File: config.mk
export PLATFORM = sky130hd
export DESIGN_NAME = changed_rect_finder_top_flat
export DESIGN_NICKNAME = d
export VERILOG_FILES = /design/src/rtl/crf_pkg.sv /design/src/rtl/crf_ifs.sv /design/src/rtl/changed_rect_finder_top.sv /design/src/rtl/crf_pixel_cmp.sv /design/src/rtl/crf_bbox.sv /design/src/flat_wrapper.sv
export SDC_FILE = /design/constraint.sdc
export NUM_CORES = 1
export LEC_CHECK = 0
export BUFFER_PORTS_ARGS = -buffer_cell sky130_fd_sc_hd__buf_2
export CORE_MARGIN = 2
export CORE_UTILIZATION = 44
export DETAILED_ROUTE_END_ITERATION = 16
export PLACE_DENSITY = 0.6
export SYNTH_ARGS = -nofsm -noshare
export SYNTH_HDL_FRONTEND = slang
export SYNTH_SLANG_ARGS = --single-unit
File: constraint.sdc
create_clock -name clk -period 15.35 [get_ports clk]
set_clock_uncertainty 0.05 [all_clocks]
set_input_delay 3.8375 -clock clk [delete_from_list [all_inputs] [get_ports clk]]
set_output_delay 3.8375 -clock clk [all_outputs]
set_load 0.02 [all_outputs]
File: src/rtl/crf_pkg.sv
`timescale 1ns / 1ps
`default_nettype none

package crf_pkg;

    localparam int PIX_W      = 32;
    localparam int BPP_W      = 3;
    localparam int POS_W      = 13;
    localparam int DIM_W      = 14;
    localparam int OUT_W      = 14;
    localparam int CFG_IDX_W  = 3;
    localparam int CFG_DATA_W = 14;

    // pixel size codes
    localparam logic [BPP_W-1:0] BPP_16 = 3'd2;
    localparam logic [BPP_W-1:0] BPP_24 = 3'd3;
    localparam logic [BPP_W-1:0] BPP_32 = 3'd4;

    // register indexes
    localparam logic [CFG_IDX_W-1:0] REG_SRC_BPP  = 3'd0;
    localparam logic [CFG_IDX_W-1:0] REG_DST_BPP  = 3'd1;
    localparam logic [CFG_IDX_W-1:0] REG_LEFT     = 3'd2;
    localparam logic [CFG_IDX_W-1:0] REG_TOP      = 3'd3;
    localparam logic [CFG_IDX_W-1:0] REG_WIDTH    = 3'd4;
    localparam logic [CFG_IDX_W-1:0] REG_HEIGHT   = 3'd5;
    localparam logic [CFG_IDX_W-1:0] REG_SRC_X    = 3'd6;
    localparam logic [CFG_IDX_W-1:0] REG_SRC_Y    = 3'd7;

    typedef struct packed {
        logic [POS_W-1:0] rect_left;
        logic [POS_W-1:0] rect_top;
        logic [DIM_W-1:0] rect_width;
        logic [DIM_W-1:0] rect_height;
        logic [POS_W-1:0] src_origin_x;
        logic [POS_W-1:0] src_origin_y;
    } crf_geom_t;

    // compare stage to bounding box stage
    typedef struct packed {
        logic valid;
        logic differs;
    } crf_cmp_t;

endpackage

`default_nettype wire

File: src/rtl/crf_ifs.sv
`timescale 1ns / 1ps
`default_nettype none

interface crf_pix_if;
    import crf_pkg::*;
    logic             valid;
    logic             ready;
    logic [PIX_W-1:0] src_pixel;
    logic [PIX_W-1:0] dst_pixel;

    modport source (output valid, output src_pixel, output dst_pixel, input ready);
    modport sink   (input valid, input src_pixel, input dst_pixel, output ready);
endinterface

interface crf_res_if;
    import crf_pkg::*;
    logic             valid;
    logic             ready;
    logic             changed;
    logic [OUT_W-1:0] new_left;
    logic [OUT_W-1:0] new_top;
    logic [OUT_W-1:0] new_right;
    logic [OUT_W-1:0] new_bottom;
    logic [OUT_W-1:0] new_src_x;
    logic [OUT_W-1:0] new_src_y;

    modport source (output valid, output changed, output new_left, output new_top,
                    output new_right, output new_bottom, output new_src_x,
                    output new_src_y, input ready);
    modport sink   (input valid, input changed, input new_left, input new_top,
                    input new_right, input new_bottom, input new_src_x,
                    input new_src_y, output ready);
endinterface

interface crf_cfg_if;
    import crf_pkg::*;
    logic                  valid;
    logic                  ready;
    logic [CFG_IDX_W-1:0]  index;
    logic [CFG_DATA_W-1:0] data;

    modport source (output valid, output index, output data, input ready);
    modport sink   (input valid, input index, input data, output ready);
endinterface

`default_nettype wire

File: src/rtl/changed_rect_finder_top.sv
`timescale 1ns / 1ps
`default_nettype none

// Port  Role     Word
// pix   sink     src_pixel[31:0], dst_pixel[31:0]: one pixel pair, raster order
// res   source   changed, new_left/top/right/bottom, new_src_x/y (14 bits each)
// cfg   sink     index[2:0], data[13:0]: register write, always ready
//
// One pixel pair per cycle sustained; after the last pair of the rectangle is
// accepted, a result leaves through the compare register, then the box register.
// rst_n clears the scan counters, the bounding box and both valid flags;
// registers return to 4/4 bytes, a 1x1 rectangle at the origin.
// A waiting result stalls input only when the next pair would end a rectangle.
// Any register write restarts the scan.

module changed_rect_finder_top
    import crf_pkg::*;
#(
    parameter int MAX_DIM = 8192
)
(
    input  wire logic clk,
    input  wire logic rst_n,
    crf_pix_if.sink   pix,
    crf_res_if.source res,
    crf_cfg_if.sink   cfg
);

    logic [BPP_W-1:0] src_bpp_reg;
    logic [BPP_W-1:0] dst_bpp_reg;
    crf_geom_t        geom_reg;
    logic             cfg_we;
    crf_cmp_t         cmp;
    logic             take;

    assign cfg.ready = 1'b1;
    assign cfg_we    = cfg.valid && cfg.ready;

    always_ff @(posedge clk or negedge rst_n)
    begin
        if (!rst_n)
        begin
            src_bpp_reg           <= BPP_32;
            dst_bpp_reg           <= BPP_32;
            geom_reg.rect_left    <= '0;
            geom_reg.rect_top     <= '0;
            geom_reg.rect_width   <= DIM_W'(1);
            geom_reg.rect_height  <= DIM_W'(1);
            geom_reg.src_origin_x <= '0;
            geom_reg.src_origin_y <= '0;
        end
        else if (cfg_we)
        begin
            unique case (cfg.index)
                REG_SRC_BPP: src_bpp_reg           <= cfg.data[BPP_W-1:0];
                REG_DST_BPP: dst_bpp_reg           <= cfg.data[BPP_W-1:0];
                REG_LEFT:    geom_reg.rect_left    <= cfg.data[POS_W-1:0];
                REG_TOP:     geom_reg.rect_top     <= cfg.data[POS_W-1:0];
                REG_WIDTH:   geom_reg.rect_width   <= cfg.data[DIM_W-1:0];
                REG_HEIGHT:  geom_reg.rect_height  <= cfg.data[DIM_W-1:0];
                REG_SRC_X:   geom_reg.src_origin_x <= cfg.data[POS_W-1:0];
                REG_SRC_Y:   geom_reg.src_origin_y <= cfg.data[POS_W-1:0];
                default:     ;
            endcase
        end
    end

    crf_pixel_cmp u_cmp (
        .clk     (clk),
        .rst_n   (rst_n),
        .pix     (pix),
        .src_bpp (src_bpp_reg),
        .dst_bpp (dst_bpp_reg),
        .cmp     (cmp),
        .take    (take)
    );

    crf_bbox #(
        .MAX_DIM (MAX_DIM)
    ) u_bbox (
        .clk     (clk),
        .rst_n   (rst_n),
        .geom    (geom_reg),
        .restart (cfg_we),
        .cmp     (cmp),
        .take    (take),
        .res     (res)
    );

endmodule

`default_nettype wire

File: src/rtl/crf_pixel_cmp.sv
`timescale 1ns / 1ps
`default_nettype none

module crf_pixel_cmp
    import crf_pkg::*;
(
    input  wire logic             clk,
    input  wire logic             rst_n,
    crf_pix_if.sink               pix,
    input  wire logic [BPP_W-1:0] src_bpp,
    input  wire logic [BPP_W-1:0] dst_bpp,
    output crf_cmp_t              cmp,
    input  wire logic             take
);

    logic             valid_reg;
    logic             differs_reg;
    logic [BPP_W-1:0] sb;
    logic [BPP_W-1:0] db;
    logic             equal;

    function automatic logic [BPP_W-1:0] clamp_bpp(input logic [BPP_W-1:0] b);
        logic [BPP_W-1:0] r;
        r = b;
        if (b < BPP_16)
        begin
            r = BPP_16;
        end
        else if (b > BPP_32)
        begin
            r = BPP_32;
        end
        return r;
    endfunction

    function automatic logic [15:0] rgb565(input logic [PIX_W-1:0] p);
        return {p[23:19], p[15:10], p[7:3]};
    endfunction

    always_comb
    begin
        sb = clamp_bpp(src_bpp);
        db = clamp_bpp(dst_bpp);
        if (sb == db)
        begin
            case (sb)
                BPP_16:  equal = (pix.src_pixel[15:0] == pix.dst_pixel[15:0]);
                BPP_24:  equal = (pix.src_pixel[23:0] == pix.dst_pixel[23:0]);
                default: equal = (pix.src_pixel == pix.dst_pixel);
            endcase
        end
        else if (sb > db)
        begin
            if (db == BPP_24)
            begin
                equal = (pix.src_pixel[23:0] == pix.dst_pixel[23:0]);
            end
            else
            begin
                equal = (rgb565(pix.src_pixel) == pix.dst_pixel[15:0]);
            end
        end
        else
        begin
            if (sb == BPP_24)
            begin
                equal = (pix.dst_pixel[23:0] == pix.src_pixel[23:0]);
            end
            else
            begin
                equal = (rgb565(pix.dst_pixel) == pix.src_pixel[15:0]);
            end
        end
    end

    assign pix.ready = !valid_reg || take;

    always_ff @(posedge clk or negedge rst_n)
    begin
        if (!rst_n)
        begin
            valid_reg <= 1'b0;
        end
        else if (pix.valid && pix.ready)
        begin
            valid_reg <= 1'b1;
        end
        else if (take)
        begin
            valid_reg <= 1'b0;
        end
    end

    always_ff @(posedge clk)
    begin
        if (pix.valid && pix.ready)
        begin
            differs_reg <= !equal;
        end
    end

    assign cmp = {valid_reg, differs_reg};

endmodule

`default_nettype wire

File: src/rtl/crf_bbox.sv
`timescale 1ns / 1ps
`default_nettype none

module crf_bbox
    import crf_pkg::*;
#(
    parameter int MAX_DIM = 8192
)
(
    input  wire logic      clk,
    input  wire logic      rst_n,
    input  wire crf_geom_t geom,
    input  wire logic      restart,
    input  wire crf_cmp_t  cmp,
    output logic           take,
    crf_res_if.source      res
);

    localparam int CW = $clog2(MAX_DIM);
    localparam int EW = (CW + 1 > DIM_W) ? CW + 1 : DIM_W;
    localparam int SW = ((CW > OUT_W) ? CW : OUT_W) + 1;

    logic [CW-1:0]    col_reg, row_reg;
    logic [CW-1:0]    min_col_reg, max_col_reg, min_row_reg, max_row_reg;
    logic             any_reg;
    logic [CW-1:0]    min_col_next, max_col_next, min_row_next, max_row_next;
    logic             any_next;
    logic [CW-1:0]    wm1, hm1;
    logic             row_end, last;
    logic [SW-1:0]    sum_left, sum_top, sum_right, sum_bottom, sum_sx, sum_sy;

    logic             res_valid_reg;
    logic             changed_reg;
    logic [OUT_W-1:0] left_reg, top_reg, right_reg, bottom_reg, sx_reg, sy_reg;
    logic             changed_next;
    logic [OUT_W-1:0] left_next, top_next, right_next, bottom_next, sx_next, sy_next;

    // last index along one dimension, size clamped to 1..MAX_DIM
    function automatic logic [CW-1:0] dim_last(input logic [DIM_W-1:0] d);
        logic [EW-1:0] e;
        logic [CW-1:0] r;
        e = EW'(d);
        if (e == '0)
        begin
            r = '0;
        end
        else if (e > EW'(MAX_DIM))
        begin
            r = CW'(MAX_DIM - 1);
        end
        else
        begin
            r = CW'(e - EW'(1));
        end
        return r;
    endfunction

    always_comb
    begin
        wm1     = dim_last(geom.rect_width);
        hm1     = dim_last(geom.rect_height);
        row_end = (col_reg >= wm1);
        last    = row_end && (row_reg >= hm1);
        take    = cmp.valid && (!last || !res_valid_reg || res.ready);

        min_col_next = min_col_reg;
        max_col_next = max_col_reg;
        min_row_next = min_row_reg;
        max_row_next = max_row_reg;
        any_next     = any_reg;
        if (cmp.differs)
        begin
            if (!any_reg || col_reg < min_col_reg) min_col_next = col_reg;
            if (!any_reg || col_reg > max_col_reg) max_col_next = col_reg;
            if (!any_reg || row_reg < min_row_reg) min_row_next = row_reg;
            if (!any_reg || row_reg > max_row_reg) max_row_next = row_reg;
            any_next = 1'b1;
        end

        sum_left   = SW'(geom.rect_left) + SW'(min_col_next);
        sum_top    = SW'(geom.rect_top) + SW'(min_row_next);
        sum_right  = SW'(geom.rect_left) + SW'(max_col_next) + SW'(1);
        sum_bottom = SW'(geom.rect_top) + SW'(max_row_next) + SW'(1);
        sum_sx     = SW'(geom.src_origin_x) + SW'(min_col_next);
        sum_sy     = SW'(geom.src_origin_y) + SW'(min_row_next);

        changed_next = any_next;
        if (any_next)
        begin
            left_next   = sum_left[OUT_W-1:0];
            top_next    = sum_top[OUT_W-1:0];
            right_next  = sum_right[OUT_W-1:0];
            bottom_next = sum_bottom[OUT_W-1:0];
            sx_next     = sum_sx[OUT_W-1:0];
            sy_next     = sum_sy[OUT_W-1:0];
        end
        else
        begin
            // empty rectangle at the top-left corner
            left_next   = OUT_W'(geom.rect_left);
            top_next    = OUT_W'(geom.rect_top);
            right_next  = OUT_W'(geom.rect_left);
            bottom_next = OUT_W'(geom.rect_top);
            sx_next     = OUT_W'(geom.src_origin_x);
            sy_next     = OUT_W'(geom.src_origin_y);
        end
    end

    always_ff @(posedge clk or negedge rst_n)
    begin
        if (!rst_n)
        begin
            col_reg     <= '0;
            row_reg     <= '0;
            min_col_reg <= '1;
            max_col_reg <= '0;
            min_row_reg <= '1;
            max_row_reg <= '0;
            any_reg     <= 1'b0;
        end
        else if (restart || (take && last))
        begin
            col_reg     <= '0;
            row_reg     <= '0;
            min_col_reg <= '1;
            max_col_reg <= '0;
            min_row_reg <= '1;
            max_row_reg <= '0;
            any_reg     <= 1'b0;
        end
        else if (take)
        begin
            if (row_end)
            begin
                col_reg <= '0;
                row_reg <= row_reg + CW'(1);
            end
            else
            begin
                col_reg <= col_reg + CW'(1);
            end
            min_col_reg <= min_col_next;
            max_col_reg <= max_col_next;
            min_row_reg <= min_row_next;
            max_row_reg <= max_row_next;
            any_reg     <= any_next;
        end
    end

    always_ff @(posedge clk or negedge rst_n)
    begin
        if (!rst_n)
        begin
            res_valid_reg <= 1'b0;
        end
        else if (take && last)
        begin
            res_valid_reg <= 1'b1;
        end
        else if (res.ready)
        begin
            res_valid_reg <= 1'b0;
        end
    end

    always_ff @(posedge clk)
    begin
        if (take && last)
        begin
            changed_reg <= changed_next;
            left_reg    <= left_next;
            top_reg     <= top_next;
            right_reg   <= right_next;
            bottom_reg  <= bottom_next;
            sx_reg      <= sx_next;
            sy_reg      <= sy_next;
        end
    end

    assign res.valid      = res_valid_reg;
    assign res.changed    = changed_reg;
    assign res.new_left   = left_reg;
    assign res.new_top    = top_reg;
    assign res.new_right  = right_reg;
    assign res.new_bottom = bottom_reg;
    assign res.new_src_x  = sx_reg;
    assign res.new_src_y  = sy_reg;

`ifndef SYNTHESIS
    a_scan_cleared: assert property (@(posedge clk) disable iff (!rst_n)
        (take && last) |=> (col_reg == '0 && row_reg == '0 && !any_reg))
        else $error("scan state not cleared after result");

    a_col_in_range: assert property (@(posedge clk) disable iff (!rst_n)
        col_reg <= wm1)
        else $error("column counter past row end");

    a_row_in_range: assert property (@(posedge clk) disable iff (!rst_n)
        row_reg <= hm1)
        else $error("row counter past last row");

    a_box_ordered: assert property (@(posedge clk) disable iff (!rst_n)
        any_reg |-> (min_col_reg <= max_col_reg && min_row_reg <= max_row_reg))
        else $error("bounding box inverted");
`endif

endmodule

`default_nettype wire
File: src/flat_wrapper.sv
// flat-port wrapper written by rule: the top's interface ports become plain ports
module changed_rect_finder_top_flat import crf_pkg::*;
#(
    parameter int MAX_DIM = 8192
)
  (clk, rst_n, pix_valid, pix_src_pixel, pix_dst_pixel, pix_ready, res_valid, res_changed, res_new_left, res_new_top, res_new_right, res_new_bottom, res_new_src_x, res_new_src_y, res_ready, cfg_valid, cfg_index, cfg_data, cfg_ready);
  crf_pix_if pix_i ();
  crf_res_if res_i ();
  crf_cfg_if cfg_i ();
  input  wire logic clk;
  input  wire logic rst_n;
  input wire logic [$bits(pix_i.valid)-1:0] pix_valid;
  input wire logic [$bits(pix_i.src_pixel)-1:0] pix_src_pixel;
  input wire logic [$bits(pix_i.dst_pixel)-1:0] pix_dst_pixel;
  output wire logic [$bits(pix_i.ready)-1:0] pix_ready;
  output wire logic [$bits(res_i.valid)-1:0] res_valid;
  output wire logic [$bits(res_i.changed)-1:0] res_changed;
  output wire logic [$bits(res_i.new_left)-1:0] res_new_left;
  output wire logic [$bits(res_i.new_top)-1:0] res_new_top;
  output wire logic [$bits(res_i.new_right)-1:0] res_new_right;
  output wire logic [$bits(res_i.new_bottom)-1:0] res_new_bottom;
  output wire logic [$bits(res_i.new_src_x)-1:0] res_new_src_x;
  output wire logic [$bits(res_i.new_src_y)-1:0] res_new_src_y;
  input wire logic [$bits(res_i.ready)-1:0] res_ready;
  input wire logic [$bits(cfg_i.valid)-1:0] cfg_valid;
  input wire logic [$bits(cfg_i.index)-1:0] cfg_index;
  input wire logic [$bits(cfg_i.data)-1:0] cfg_data;
  output wire logic [$bits(cfg_i.ready)-1:0] cfg_ready;
  assign pix_i.valid = pix_valid;
  assign pix_i.src_pixel = pix_src_pixel;
  assign pix_i.dst_pixel = pix_dst_pixel;
  assign pix_ready = pix_i.ready;
  assign res_valid = res_i.valid;
  assign res_changed = res_i.changed;
  assign res_new_left = res_i.new_left;
  assign res_new_top = res_i.new_top;
  assign res_new_right = res_i.new_right;
  assign res_new_bottom = res_i.new_bottom;
  assign res_new_src_x = res_i.new_src_x;
  assign res_new_src_y = res_i.new_src_y;
  assign res_i.ready = res_ready;
  assign cfg_i.valid = cfg_valid;
  assign cfg_i.index = cfg_index;
  assign cfg_i.data = cfg_data;
  assign cfg_ready = cfg_i.ready;
  changed_rect_finder_top #(.MAX_DIM(MAX_DIM)) u_core (.clk(clk), .rst_n(rst_n), .pix(pix_i), .res(res_i), .cfg(cfg_i));
endmodule
==> impl_metrics.yaml <==
run_status:
  outcome: "complete, no violations"
clocking:
  cts_tree: "yes"
  postCtsSetupRepairBufs: 0
  path_clk_slew_ns: 0.07
  root_buffer: "clkbuf_16"
  htreeDepth: 1
  cts_resized: 0
  cts_sinks: 253
  clock_latency_ns: 0.57
  numCtsBuffers: 30
  cts_buffer_depth: 3
  cts_hold_buf: 0
finish:
  syn_to_final_growth_pct: 14.1
  largest_reg_flops: 80
  utilization: 0.505
  diodes: 0
  finalNetCount: 2199
  drive_gt1_frac: 0.207
  stdcell_count: 2495
drt:
  wl_mm: 46.5
  route.vias.total: 14200
  avgViaCountPerCell: 5.70
  first_pass_iters: 7
  antenna_left: 0
  wl_per_cell_um: 18.6
  drc_errors: 0
  drtIter0Drc: 859
synth:
  synth_seq_cells: 253
  netlist.top_cell.by_area: "dfrtp_1"
  synth_seq_area_share: 0.388
  yosys-top-cells-count: "ha_1, nand2_1, nor2_1"
  synthCells: 1803
  synth_area_per_cell_um2: 9.72
  async_reset_ff_frac: 0.660
  synth-xor-area-share: 0.0680
  yosysMostFrequentCell: "ha_1"
  synth_compound_area_frac: 0.153
  synth_area_mm2: 0.0175
  syn-num-nets: 2056
  synth_edf_count: 86
  synth-simple-area-share: 0.147
  synthTopCellsByArea: "dfrtp_1, edfxtp_1, ha_1"
  yosys_warnings: 0
  synth_top_area_frac: 0.196
  synth.distinct_cells: 66
  ys_dominant_reg_cell: "dfrtp_1"
  synth_top_family_by_area: "compound AO/OA/AOI/OAI gates"
  muxShareOfSynthArea: 0.0874
  synth_adder_area_share: 0.122
timing:
  finalSetupViolCount: 0
  clock.fmax_mhz: 112
  finalCritPeriodShare: 0.581
  drv_slew: 0
  period_needed_ns: 8.91
  maxSlewHeadroom: 0.248
  setup_tns_ns: 0
  worstMarginPinSlew_ns: 1.13
  rsz0062_at_grt: "no"
  finalHoldViolCount: 0
place:
  place_inst: 2439
  place_congestion: 0.871
  port_buffers: 172
  hpwl_mm: 33.8
floorplan:
  die_h_um: 204
  start_util: 0.443
  io_pins: 174
  num_rows: 73
  die_w_um: 204
  core_area_mm2: 0.0395
  die_area_mm2: 0.0414
critical_path:
  crit_slowest_cell: "or3_1"
  start_kind: "primary input"
  worstSetupPathType: "primary input to primary output"
  path_max_fanout: 4
  arrival_ns: 5.03
  cp.required_ns: 11.46
  endpoint: "pix_ready"
  cpMostUsedCell: "buf_2"
  reg2reg_from: "u_core.u_bbox.col_reg[8]"
  reg2regPathDepth: 16
  rrSetupSlack_ns: 9.62
  crit_path_end_kind: "primary output"
  startpoint: "res_ready"
  crit_path_max_incr_delay_ns: 0.39
  crit_chain: "buf_2 > nand2b_1 > a211o_1 > or3_1 > buf_2"
  reg2reg_to: "u_core.u_bbox.res.new_left[12]"
power_and_ir_drop:
  intPower_uw: 1610
  power_frac_comb: 0.296
  clock_power_share: 0.336
  power_density_mw_per_mm2: 119
  p_leak_uw: 0.00888
  power_switching_uw: 780
  ir_worst_vdd_v: 0.0000862
  power_frac_seq: 0.368
  swShare: 0.327
grt:
  overflow: 0
  grt_pass1_wl_mm: 74.0
  grt.total_usage: 0.225
  grt_max_degree: 102
  antenna_found_initial: 3
  grt_pass1_vias: 13600
min_path:
  hold_path_class: "flip-flop to flip-flop"
  hp-start: "u_core.dst_bpp_reg[0]"
run:
  drv_cap: 0
worst min-delay path by stage:
stage                     depth (start not counted)               endpoint
after detailed placement                          1  u_core.dst_bpp_reg[0]
after CTS                                         1  u_core.dst_bpp_reg[0]
after global placement                            1  u_core.dst_bpp_reg[0]
final                                             1  u_core.dst_bpp_reg[0]
after global routing                              1     u_core.geom_reg[5]
after floorplan                                   1  u_core.dst_bpp_reg[1]
per-stage QoR:
| step | cell area, µm² | power [µW] | worst slack (ns) | hold WS [ns] |
|---|---|---|---|---|
| global placement | 18900 | 1570 | 6.46 | 0.449 |
| detailed placement | 18900 | 1590 | 6.44 | 0.447 |
| floorplan | 17500 | 1400 | 6.78 | 0.430 |
| CTS | 20000 | 2400 | 6.44 | 0.476 |
| finish | 20000 | 2390 | 6.44 | 0.468 |
| global route | 20000 | 2530 | 6.40 | 0.498 |
critical path, delay by kind of cell:
kind                   cells  cell delay (ns)
AO/OA/AOI/OAI              1             0.28
buffers and inverters      2             0.31
AND/OR/NAND/NOR            2             0.59
kinds of logic (layout without fill, tap and decap cells):
group | count (synthesis) | after routing
other cells | 1 | 1
xor+xnor | 136 | 136
mux | 137 | 137
buf+inv | 151 | 318
fa+ha+maj | 167 | 167
flops | 253 | 253
compound gates | 420 | 420
simple gates | 538 | 538
layer usage:
layer | vias to the layer above | global-route usage | wire length, µm
met5 | - | 0 | 0
met4 | 0 | 0.0495 | 794
met3 | 56 | 0.0272 | 2730
met2 | 389 | 0.359 | 20800
met1 | 6862 | 0.329 | 22200
li1 | 6905 | - | -
final cells by class:
| cell class | count | area [µm²] |
|---|---|---|
| Clock inverter | 23 | 339 |
| Inverter | 78 | 294 |
| Timing Repair Buffer | 184 | 957 |
| Tap cell | 525 | 657 |
| Multi-Input combinational cell | 1399 | 10200 |
| Sequential cell | 253 | 6800 |
| Clock buffer | 33 | 783 |
| Fill cell | 3635 | 19600 |
cell usage in the layout (no fill, tap or decap), types with 85 or more instances in the layout:
| cell type | n |
|---|---|
| a21oi_1 | 138 |
| dfrtp_1 | 137 |
| ha_1 | 161 |
| xor2_1 | 86 |
| buf_2 | 171 |
| o21ai_0 | 85 |
| nor2_1 | 138 |
| nand2_1 | 139 |
| edfxtp_1 | 86 |
| mux2_2 | 125 |
power by group through the flow:
| stage | logic [µW] | clock network [µW] | registers (µW) |
|---|---|---|---|
| after floorplan | 538 | 0 | 859 |
| after global placement | 684 | 0 | 886 |
| after detailed placement | 699 | 0 | 891 |
| final | 706 | 802 | 880 |
| after global routing | 797 | 844 | 890 |
| after CTS | 705 | 820 | 879 |
(Power assumes the default switching activity.)
